## config.mk

```make
export PLATFORM = sky130hd
export DESIGN_NAME = compacting_pair_set
export DESIGN_NICKNAME = d
export VERILOG_FILES = /design/src/hw/rtl/cps_pkg.sv /design/src/hw/rtl/cps_store.sv /design/src/hw/rtl/cps_scan.sv /design/src/hw/rtl/compacting_pair_set.sv
export SDC_FILE = /design/constraint.sdc
export NUM_CORES = 1
export LEC_CHECK = 0
export ABC_CLOCK_PERIOD_IN_PS = 7800
export BUFFER_PORTS_ARGS = -buffer_cell sky130_fd_sc_hd__buf_2
export CAP_MARGIN = 20
export CORE_MARGIN = 4
export CORE_UTILIZATION = 39
export CTS_CLUSTER_SIZE = 12
export DETAILED_ROUTE_END_ITERATION = 8
export PLACE_DENSITY = 0.56
export SLEW_MARGIN = 20
export SYNTH_ARGS = -nofsm -noshare
export SYNTH_HDL_FRONTEND = slang
export SYNTH_SLANG_ARGS = --single-unit
```

## constraint.sdc

```tcl
create_clock -name clock -period 7.8 [get_ports clock]
set_clock_uncertainty 0.15 [all_clocks]
set_input_delay 1.56 -clock clock [delete_from_list [all_inputs] [get_ports clock]]
set_output_delay 1.56 -clock clock [all_outputs]
set_load 0.01 [all_outputs]
```

## src/hw/rtl/cps_pkg.sv

```systemverilog
// Shared types and constants for the compacting pair set.
package cps_pkg;

   localparam int VAL_W  = 31;
   localparam int CMD_W  = 2;
   localparam int SLOT_W = 8;
   localparam int PCNT_W = 5;

   typedef logic [CMD_W-1:0] cmd_type;

   localparam cmd_type CMD_QUERY  = 2'd0;
   localparam cmd_type CMD_ADD    = 2'd1;
   localparam cmd_type CMD_REMOVE = 2'd2;
   localparam cmd_type CMD_READ   = 2'd3;

   typedef struct packed {
      cmd_type             cmd;
      logic [VAL_W-1:0]    first_value;
      logic [VAL_W-1:0]    second_value;
      logic [SLOT_W-1:0]   slot_index;
   } req_type;

   typedef struct packed {
      logic                success;
      logic [VAL_W-1:0]    read_first;
      logic [VAL_W-1:0]    read_second;
      logic [PCNT_W-1:0]   pair_count;
   } rsp_type;

   typedef struct packed {
      logic [VAL_W-1:0]    first_value;
      logic [VAL_W-1:0]    second_value;
   } pair_type;

   // sequencer -> scan unit
   typedef struct packed {
      logic clear;
      logic advance;
   } scan_ctl_type;

   // scan unit -> sequencer
   typedef struct packed {
      logic hit;      // entry read from the store equals the key
      logic at_end;   // pointer has reached the pair count
      logic last;     // pointer is on the last occupied slot
   } scan_sts_type;

endpackage

```

## src/hw/rtl/cps_store.sv

```systemverilog
// Pair storage: one write port and one registered read port.
module cps_store
   import cps_pkg::*;
#(
   parameter int PAIR_SLOTS = 16
) (
   input  logic                          clock,
   input  logic                          wr_en,
   input  logic [$clog2(PAIR_SLOTS)-1:0] wr_addr,
   input  pair_type                      wr_data,
   input  logic [$clog2(PAIR_SLOTS)-1:0] rd_addr,
   output pair_type                      rd_data
);

   pair_type slots_ff [PAIR_SLOTS];
   pair_type rd_data_ff;

   always_ff @(posedge clock) begin
      if (wr_en) begin
         slots_ff[wr_addr] <= wr_data;
      end
   end

   always_ff @(posedge clock) begin
      rd_data_ff <= slots_ff[rd_addr];
   end

   assign rd_data = rd_data_ff;

endmodule

```

## src/hw/rtl/cps_scan.sv

```systemverilog
// Slot pointer for search and compaction, and the shared pair comparator used for search.
module cps_scan
   import cps_pkg::*;
#(
   parameter int PAIR_SLOTS = 16
) (
   input  logic                            clock,
   input  logic                            reset,
   input  scan_ctl_type                    ctl,
   input  pair_type                        key,
   input  pair_type                        entry,
   input  logic [$clog2(PAIR_SLOTS+1)-1:0] count,
   output logic [$clog2(PAIR_SLOTS+1)-1:0] slot,
   output scan_sts_type                    sts
);

   localparam int CNT_W = $clog2(PAIR_SLOTS + 1);

   logic [CNT_W-1:0] slot_ff;
   logic [CNT_W-1:0] slot_in;
   logic [CNT_W:0]   slot_next;

   assign slot_next = {1'b0, slot_ff} + 1'b1;

   always_comb begin
      slot_in = slot_ff;
      if (ctl.clear) begin
         slot_in = '0;
      end else if (ctl.advance) begin
         slot_in = slot_next[CNT_W-1:0];
      end
   end

   always_ff @(posedge clock) begin
      if (reset) begin
         slot_ff <= '0;
      end else begin
         slot_ff <= slot_in;
      end
   end

   assign sts.hit    = (entry == key);
   assign sts.at_end = (slot_ff == count);
   assign sts.last   = (slot_next == {1'b0, count});
   assign slot       = slot_ff;

endmodule

```

## src/hw/rtl/compacting_pair_set.sv

```systemverilog
// Top level: command sequencer and pair count for the compacting pair set.
//
//   channel | ports                     | handshake
//   --------+---------------------------+-------------------------------------
//   request | start, busy, req_item     | taken when start && !busy
//   result  | rsp_valid, rsp_item       | one-cycle strobe, no backpressure
//
// Query/add/remove scan the occupied slots one at a time through the single
// read port and one comparator, each slot through S_SCAN then S_CMP. A miss is
// strobed from S_SCAN at the pair count, a query or add hit from S_CMP; a remove
// hit pulls each later pair down through S_SHIFT and S_MOVE, strobed from S_SHIFT.
// Read of an occupied slot: S_FETCH then S_READ_OUT; out of range: answered from idle.
// Synchronous reset empties the set; the store itself is not cleared.
// busy drops on the cycle the result is strobed, so a new command may follow.
module compacting_pair_set
   import cps_pkg::*;
#(
   parameter int PAIR_SLOTS = 16
) (
   input  logic    clock,
   input  logic    reset,
   input  logic    start,
   output logic    busy,
   input  req_type req_item,
   output logic    rsp_valid,
   output rsp_type rsp_item
);

   localparam int IDX_W = $clog2(PAIR_SLOTS);
   localparam int CNT_W = $clog2(PAIR_SLOTS + 1);

   localparam logic [2:0] S_IDLE     = 3'd0;
   localparam logic [2:0] S_SCAN     = 3'd1;
   localparam logic [2:0] S_CMP      = 3'd2;
   localparam logic [2:0] S_SHIFT    = 3'd3;
   localparam logic [2:0] S_MOVE     = 3'd4;
   localparam logic [2:0] S_FETCH    = 3'd5;
   localparam logic [2:0] S_READ_OUT = 3'd6;

   logic [2:0]       state_ff, state_in;
   req_type          req_ff, req_in;
   logic [CNT_W-1:0] count_ff, count_in;
   logic             rsp_valid_ff, rsp_valid_in;
   rsp_type          rsp_ff, rsp_in;
   logic             started_ff;

   scan_ctl_type     ctl;
   scan_sts_type     sts;
   logic [CNT_W-1:0] slot;
   logic [CNT_W-1:0] slot_inc;
   pair_type         key;
   pair_type         rd_data;
   pair_type         wr_data;
   logic             wr_en;
   logic [IDX_W-1:0] wr_addr;
   logic [IDX_W-1:0] rd_addr;
   logic [CNT_W+4:0] pcnt_ext;
   logic             accept;
   logic             read_in_range;

   assign accept   = start && !busy;
   assign key      = '{first_value: req_ff.first_value, second_value: req_ff.second_value};
   assign slot_inc = slot + 1'b1;
   assign read_in_range =
      ({{CNT_W{1'b0}}, req_item.slot_index} < {8'd0, count_ff});

   cps_store #(.PAIR_SLOTS(PAIR_SLOTS)) u_store (
      .clock   (clock),
      .wr_en   (wr_en),
      .wr_addr (wr_addr),
      .wr_data (wr_data),
      .rd_addr (rd_addr),
      .rd_data (rd_data)
   );

   cps_scan #(.PAIR_SLOTS(PAIR_SLOTS)) u_scan (
      .clock (clock),
      .reset (reset),
      .ctl   (ctl),
      .key   (key),
      .entry (rd_data),
      .count (count_ff),
      .slot  (slot),
      .sts   (sts)
   );

   always_comb begin
      state_in     = state_ff;
      req_in       = req_ff;
      count_in     = count_ff;
      rsp_valid_in = 1'b0;
      rsp_in       = rsp_ff;
      ctl          = '0;
      wr_en        = 1'b0;
      wr_addr      = slot[IDX_W-1:0];
      wr_data      = rd_data;
      rd_addr      = slot[IDX_W-1:0];

      unique case (state_ff)
         S_IDLE: begin
            if (accept) begin
               req_in    = req_item;
               ctl.clear = 1'b1;
               if (req_item.cmd == CMD_READ) begin
                  if (read_in_range) begin
                     state_in = S_FETCH;
                  end else begin
                     rsp_valid_in       = 1'b1;
                     rsp_in.success     = 1'b0;
                     rsp_in.read_first  = '0;
                     rsp_in.read_second = '0;
                  end
               end else begin
                  state_in = S_SCAN;
               end
            end
         end
         S_SCAN: begin
            if (sts.at_end) begin
               // no match anywhere: only an add with room left succeeds
               rsp_valid_in       = 1'b1;
               rsp_in.read_first  = '0;
               rsp_in.read_second = '0;
               rsp_in.success     = 1'b0;
               state_in           = S_IDLE;
               if (req_ff.cmd == CMD_ADD && count_ff < CNT_W'(PAIR_SLOTS)) begin
                  wr_en          = 1'b1;
                  wr_addr        = count_ff[IDX_W-1:0];
                  wr_data        = key;
                  count_in       = count_ff + 1'b1;
                  rsp_in.success = 1'b1;
               end
            end else begin
               state_in = S_CMP;
            end
         end
         S_CMP: begin
            if (sts.hit) begin
               rsp_in.read_first  = '0;
               rsp_in.read_second = '0;
               case (req_ff.cmd)
                  CMD_QUERY: begin
                     rsp_valid_in   = 1'b1;
                     rsp_in.success = 1'b1;
                     state_in       = S_IDLE;
                  end
                  CMD_REMOVE: begin
                     state_in = S_SHIFT;
                  end
                  default: begin
                     // duplicate add
                     rsp_valid_in   = 1'b1;
                     rsp_in.success = 1'b0;
                     state_in       = S_IDLE;
                  end
               endcase
            end else begin
               ctl.advance = 1'b1;
               state_in    = S_SCAN;
            end
         end
         S_SHIFT: begin
            if (sts.last) begin
               count_in           = count_ff - 1'b1;
               rsp_valid_in       = 1'b1;
               rsp_in.success     = 1'b1;
               rsp_in.read_first  = '0;
               rsp_in.read_second = '0;
               state_in           = S_IDLE;
            end else begin
               rd_addr  = slot_inc[IDX_W-1:0];
               state_in = S_MOVE;
            end
         end
         S_MOVE: begin
            // pull the next pair down into the current slot
            wr_en       = 1'b1;
            ctl.advance = 1'b1;
            state_in    = S_SHIFT;
         end
         S_FETCH: begin
            rd_addr  = req_ff.slot_index[IDX_W-1:0];
            state_in = S_READ_OUT;
         end
         S_READ_OUT: begin
            rsp_valid_in       = 1'b1;
            rsp_in.success     = 1'b1;
            rsp_in.read_first  = rd_data.first_value;
            rsp_in.read_second = rd_data.second_value;
            state_in           = S_IDLE;
         end
         default: begin
            state_in = S_IDLE;
         end
      endcase

      pcnt_ext = {5'd0, count_in};
      if (rsp_valid_in) begin
         rsp_in.pair_count = pcnt_ext[PCNT_W-1:0];
      end
   end

   always_ff @(posedge clock) begin
      if (reset) begin
         state_ff     <= S_IDLE;
         count_ff     <= '0;
         rsp_valid_ff <= 1'b0;
         started_ff   <= 1'b0;
      end else begin
         state_ff     <= state_in;
         count_ff     <= count_in;
         rsp_valid_ff <= rsp_valid_in;
         started_ff   <= 1'b1;
      end
   end

   always_ff @(posedge clock) begin
      req_ff <= req_in;
      rsp_ff <= rsp_in;
   end

   assign busy      = (state_ff != S_IDLE);
   assign rsp_valid = rsp_valid_ff;
   assign rsp_item  = rsp_ff;

   // every transaction ends back in idle
   a_rsp_idle: assert property (@(posedge clock) disable iff (reset)
      rsp_valid_ff |-> !busy)
      else $error("result strobed while sequencer busy");

   a_count_bound: assert property (@(posedge clock) disable iff (reset)
      count_ff <= CNT_W'(PAIR_SLOTS))
      else $error("pair count above capacity");

   a_count_step: assert property (@(posedge clock) disable iff (reset)
      started_ff && !$stable(count_ff) |->
         (count_ff == $past(count_ff) + 1'b1) || (count_ff == $past(count_ff) - 1'b1))
      else $error("pair count moved by more than one");

   a_count_with_rsp: assert property (@(posedge clock) disable iff (reset)
      started_ff && !$stable(count_ff) |-> rsp_valid_ff)
      else $error("pair count changed without a result");

   a_write_only_busy: assert property (@(posedge clock) disable iff (reset)
      wr_en |-> busy)
      else $error("store written while idle");

endmodule

```

* Word level (Yosys, flattened, before mapping)
Memory sizes are Yosys's and may differ from the RTL's. A register that Yosys moved wholly into a read port is not among the register bits. Cells that the tools add are included.
Storage, ports and cells: register bits after elaboration 150, bits in writable memories 992, output and inout bits 70, logic and storage cells 96, memories 1
Memory list:
- u_store.slots_ff | words 16, bits a word 62, rd ports 1, clocked after Yosys merged registers in 1, wr ports 1, RTL line cps_store.sv:15 | pair_type slots_ff [PAIR_SLOTS];
Cells by class: add/sub/neg operators 4, order comparisons 2, eq/ne operators 20, mux-type cells 45, reductions and logical operators 12
Operators with widths (count):
- 63-bit two-way mux | 6
- 63-bit one-hot mux with 5 select lines | 1
- 62-bit two-way mux | 3
- 62-bit equality test | 1
- 3-bit one-hot mux with 6 select lines | 1
- 4-bit two-way mux | 4
- 3-bit two-way mux | 5
- 5-bit two-way mux | 3
- 1-bit two-way mux | 14
- 2-bit != test (second input constant) | 7
- 5-bit one-hot mux with 2 select lines | 1
- 3-bit equality test (second input constant) | 3
- 8-bit by 5-bit less-than comparator with 1-bit output | 1
- 4-bit one-hot mux with 2 select lines | 1
- 8-bit AND reduction | 1
- 7-bit AND reduction | 1
- 5-bit by 1-bit adder with 6-bit output (second input constant) | 1
- 3-bit by 2-bit equality test with 1-bit output (second input constant) | 2
- 6-bit by 5-bit equality test with 1-bit output | 1
- 1-bit one-hot mux with 2 select lines | 3
- 5-bit by 1-bit adder with 5-bit output (second input constant) | 1
- 5-bit equality test | 1
- 5-bit less-than comparator (second input constant) | 1
- 1-bit one-hot mux with 5 select lines | 1
- 15 further kinds | 19

* Depth between registers and ports, before layout
word-level depth 7, mapped depth 16, mapped depth without buffers 10

* Hierarchy
From an unflattened synthesis, not the netlist that was laid out.
Unflattened totals: cells, all modules 2286, area total of the unflattened synthesis 45720.1 um2
Modules (own cells, without submodules):
- cps_store | instances 1, cells each 1598, area each 38333.0 um2, seq. area each 31029.8 um2
- compacting_pair_set | instances 1, cells each 563, area each 6353.6 um2, seq. area each 4264.1 um2
- cps_scan | instances 1, cells each 125, area each 1033.5 um2, seq. area each 100.1 um2

* Least setup slack after synthesis
OpenSTA, ideal clock, no wires.
path kind flip-flop to flip-flop, from register u_scan.slot_ff[1], in the netlist u_scan.slot[1], to memory u_store.slots_ff[0][0] (netlist bit) (enable), setup time 0.571 ns, data arrival time 6.439 ns, setup slack 0.640 ns, stages on the path, launching flop included 10, period minus slack after synthesis 7.160 ns, path through dfxtp_1 > clkbuf_1 > xor2_1 > nor3b_1 > nand3_1 > or3_1 > nor2_1 > a21oi_1 > nor4_1 > nor3b_1
On the way: cells in the longest elaborated chain, start to end 5
Ends and longest elaborated chain:
- start: declaration | RTL line cps_scan.sv:19 | logic [CNT_W-1:0] slot_ff;
- start signal: assignment | RTL line cps_scan.sv:38 | slot_ff <= slot_in;
- 5-bit equality test | RTL line cps_scan.sv:43 | assign sts.at_end = (slot_ff == count);
- 1-bit two-way mux | RTL line compacting_pair_set.sv:119 | if (sts.at_end) begin
- 1-bit one-hot mux with 2 select lines | RTL line compacting_pair_set.sv:99 | unique case (state_ff)
- 1-bit two-way mux | RTL line cps_store.sv:19 | if (wr_en) begin
- 1-bit two-way mux (not written as such) | RTL line cps_store.sv:20 | slots_ff[wr_addr] <= wr_data;
- end: declaration | RTL line cps_store.sv:15
Parallel ways exist; a longest one is shown, timed or not.

* Final worst setup path
from register u_scan.slot_ff[3], in the netlist u_scan.slot[3], to memory u_store.slots_ff[7][6] (netlist bit) (enable)
The elaborated chain is that of the path after synthesis.

==> results.md <==
* Status: finished clean
* F_max at 0.202 GHz
* RR Startpoint: u_scan.slot[3]
* Worst VDD drop at approximately 0.22 mV
* Hold Path Stages at 2
* CTS max path bufs at 3
* Postcts setup bufs at 0
* Clock latency on the worst-skew pair at 0.73 ns
* Post-synthesis mux area share at about 10%
* Die X at 357 µm
* Fill cell count at about 10,000
* Final setup fails at 0
* Slew headroom at roughly a quarter
* PwrDens at between 200 and 300 nW/µm²
* Arr. time, crit path at around 5.1 ns
* Worst setup EP type: flip-flop
* Synth warnings at 0
* Initial antenna violation count at 4
* Clk slew on worst S/H paths at ~0.06 ns
* Initial core utilization at 39.5%
* Post-synthesis simple-gate area fraction at 5.76%
* CP Data Required Time at 7.99 ns
* Layout overhead on the synthesized area at 13.5%
* Post-Syn Instances at about 2,900
* Post-synthesis sequential area ratio at ~74%
* Worst hold path type: flip-flop to flip-flop
* Setup_tns at 0 ns
* Syn Nets at around 3,000
* Hold Fails Final Rpt at 0
* Tightest Pin Transition at between 1 and 1.5 ns
* Ys flop type: edfxtp_1
* Hold-fix buffers, CTS at 0
* Yosys cell types at 53
* Final period util at 63.4%
* RSZ-0062 raised after global routing: no
* CP startpoint kind: flip-flop
* DIE HEIGHT at ~360 µm
* End point of the critical path: u_store.slots_ff[7][6]
* Vias at about 26,000
* Synth Area in Compound Gates at 6.35%
* Number of global-route vias before repair at 26,200
* Met3 WL at 8.32 mm
* Drt first-iter violations at ~2,500
* Crit. Startpoint: u_scan.slot[3]
* Max layer used: met4
* CTS root buf: clkbuf_16
* Min Clock Period, post-route at 4.94 ns
* Critical path type: flip-flop to flip-flop
* Design area at 54,100 µm²
* Fin. max-slew vios at 0
* Largest family of logic cells by synthesized area: multiplexers
* CTS tree: yes
* CTS Sinks at 1,204
* Nets at 3,117
* Number of synthesized flops with an enable pin at approximately 1,100
* Std cell rows at 127
* Reg2Reg Depth at 10
* GP Congestion at ~0.84
* H-tree depth at 4
* Number of buffers created by CTS at about 130
* Share of the core filled with cells at between 40 and 50%
* Adder-Cell Fraction of Synth Area at less than 1%
* Antenna Nets Post-Route at 0
* Routed WL at between 100 and 150 mm
* Top Ports at ~150
* M1 WL at ~54 mm
* Share of layout cells above drive strength 1 at between 10% and 20%
* Post-synthesis register bit count at between 1,000 and 1,500
* Drt wl/cell at roughly 26 µm
* Max-Cap Viols at 0
* Post-synth top area share at a little under three quarters
* Die footprint at roughly 130,000 µm²
* Synth Area in XOR/XNOR at between 1 and 1.5%
* Post-route DRC at 0
* Worst Path Max Fanout at 41
* Final Total Pwr at ~0.015 W
* Min Hold Slack at ~0.45 ns
* Hpwl dp at about 68 mm
* Core Region at 121,000 µm²
* Reg-to-Reg End: u_store.slots_ff[7][6]
* Post-synthesis cell area at ~48,000 µm²
* Post_cts resized at 0
* Largest net degree at the start of global routing at roughly 170
* Synth area leaders: edfxtp_1 71%, mux2i_1 5.5%, mux2_2 4.3%
* Yosys top cell by area: edfxtp_1
* R2r setup slk at roughly 2.9 ns
* Leak at 19.4 nW
* Ant diodes at 0
* Via/cell ratio at around 5.5
* Gr ovfl total at 0
* Syn avg cell area at 16.4 µm²
* Placed Area at 50,000 µm²
* Met2 wire length at slightly below 60 mm
* First-pass DRT Iterations at 5
* Global router's overall resource usage at around a fifth
* Post-synth ARST share at 0%
* Global-route wire length before repair at between 150 and 200 mm
* Port Buf Inserts at 144
-- synthesized netlist by cell type, types with 3 or more instances --
library cell / count
edfxtp_1: 1128
nand2_1: 262
mux2i_1: 261
mux2_2: 184
a211oi_1: 125
a31oi_1: 125
and2_1: 124
clkbuf_1: 86
dfxtp_1: 76
xnor2_1: 71
and3_1: 65
o22ai_1: 64
a221o_1: 62
buf_2: 57
nor2_1: 24
buf_6: 23
a21oi_1: 17
nand4_1: 16
buf_4: 12
nor2b_1: 12
inv_1: 10
nand2b_1: 10
nand3_1: 9
nor4_1: 9
nor3_1: 8
ha_1: 7
o21ai_0: 7
buf_1: 5
nor3b_1: 4
nand3b_1: 3
xor2_1: 3
-- cell type report --
cell class	instances	area (µm²)	share of cell area (%)
timing repair buffer	190	1190	2.19
clock buffer	192	3640	6.73
multi-input combinational	1498	11400	21.1
clock inverter	47	405	0.750
sequential	1204	35400	65.4
inverter	10	37.5	0.0694
tap	1612	2020	3.73
-- flip-flops by register name, summed over array words and instances (netlist names) --
signal and flops:
u_store.slots_ff 992, count_ff 5, state_ff 3, u_scan.slot 5, u_store.rd_data 62, key 62
rsp_valid 1, rsp_item 68, req_ff 6
-- stage by stage --
stage / setup slack, ns / instances
after floorplan: 0.640 / 2896
final: 2.86 / 4753
after global placement: 3.01 / 4513
after CTS: 2.90 / 4753
after detailed placement: 2.93 / 4514
after global routing: 2.59 / 4753
-- placed cells by master, fill, tap and decap left out, types with 64 or more instances in the layout --
cell type	Yosys	routed
mux2i_1	261	261
and3_1	65	64
nand2_1	262	260
clkbuf_16	0	134
edfxtp_1	1128	1128
o22ai_1	64	64
dfxtp_1	76	75
a31oi_1	125	125
xnor2_1	71	71
and2_1	124	123
a211oi_1	125	125
mux2_2	184	184
buf_2	57	144
-- where the power goes --
| part | internal [W] | total, W | switching, W | leakage (nW) |
|---|---|---|---|---|
| clock network | 0.00339 | 0.00585 | 0.00246 | 1.96 |
| logic | 0.000365 | 0.00111 | 0.000750 | 6.57 |
| registers | 0.00741 | 0.00754 | 0.000134 | 10.9 |
-- worst max-delay path: stages, from the launching register on --
cell and delay (ns):
dfxtp_1 0.83, xnor2_1 0.22, nor3b_1 0.30, nand3_1 0.19, or3_1 0.39, nor2_1 0.11
a21oi_1 0.07, nor2_1 0.23, nand3_1 0.35, nor2_4 0.86, buf_4 0.75
-- how the worst min path moves through the flow --
stage / startpoint / slack, ns / endpoint
finish: u_scan.slot[4] / 0.45 / u_scan.slot[4]
global route: u_scan.slot[4] / 0.47 / u_scan.slot[4]
CTS: u_scan.slot[4] / 0.44 / u_scan.slot[4]
detailed placement: u_scan.slot[4] / 0.42 / u_scan.slot[4]
global placement: u_scan.slot[4] / 0.40 / u_scan.slot[4]
floorplan: u_scan.slot[4] / 0.36 / u_scan.slot[4]
-- routing by layer --
metal	vias up	track usage, %
met5	-	0
met1	13400	26.4
met2	879	30.8
met3	203	3.43
met4	0	5.96
li1	11600	-
-- cells by family (layout without fill, tap and decap cells) --
kind of cell               Yosys count  count (layout)
and+or+nand+nor                    554             554
AOI/OAI and AO/OA                  416             416
buffers and inverters              194             439
muxes                              446             446
DFF                               1204            1204
adders and majority gates            8               8
xor gates and xnor gates            74              74
Note: power is estimated with default switching activity, not from simulation.
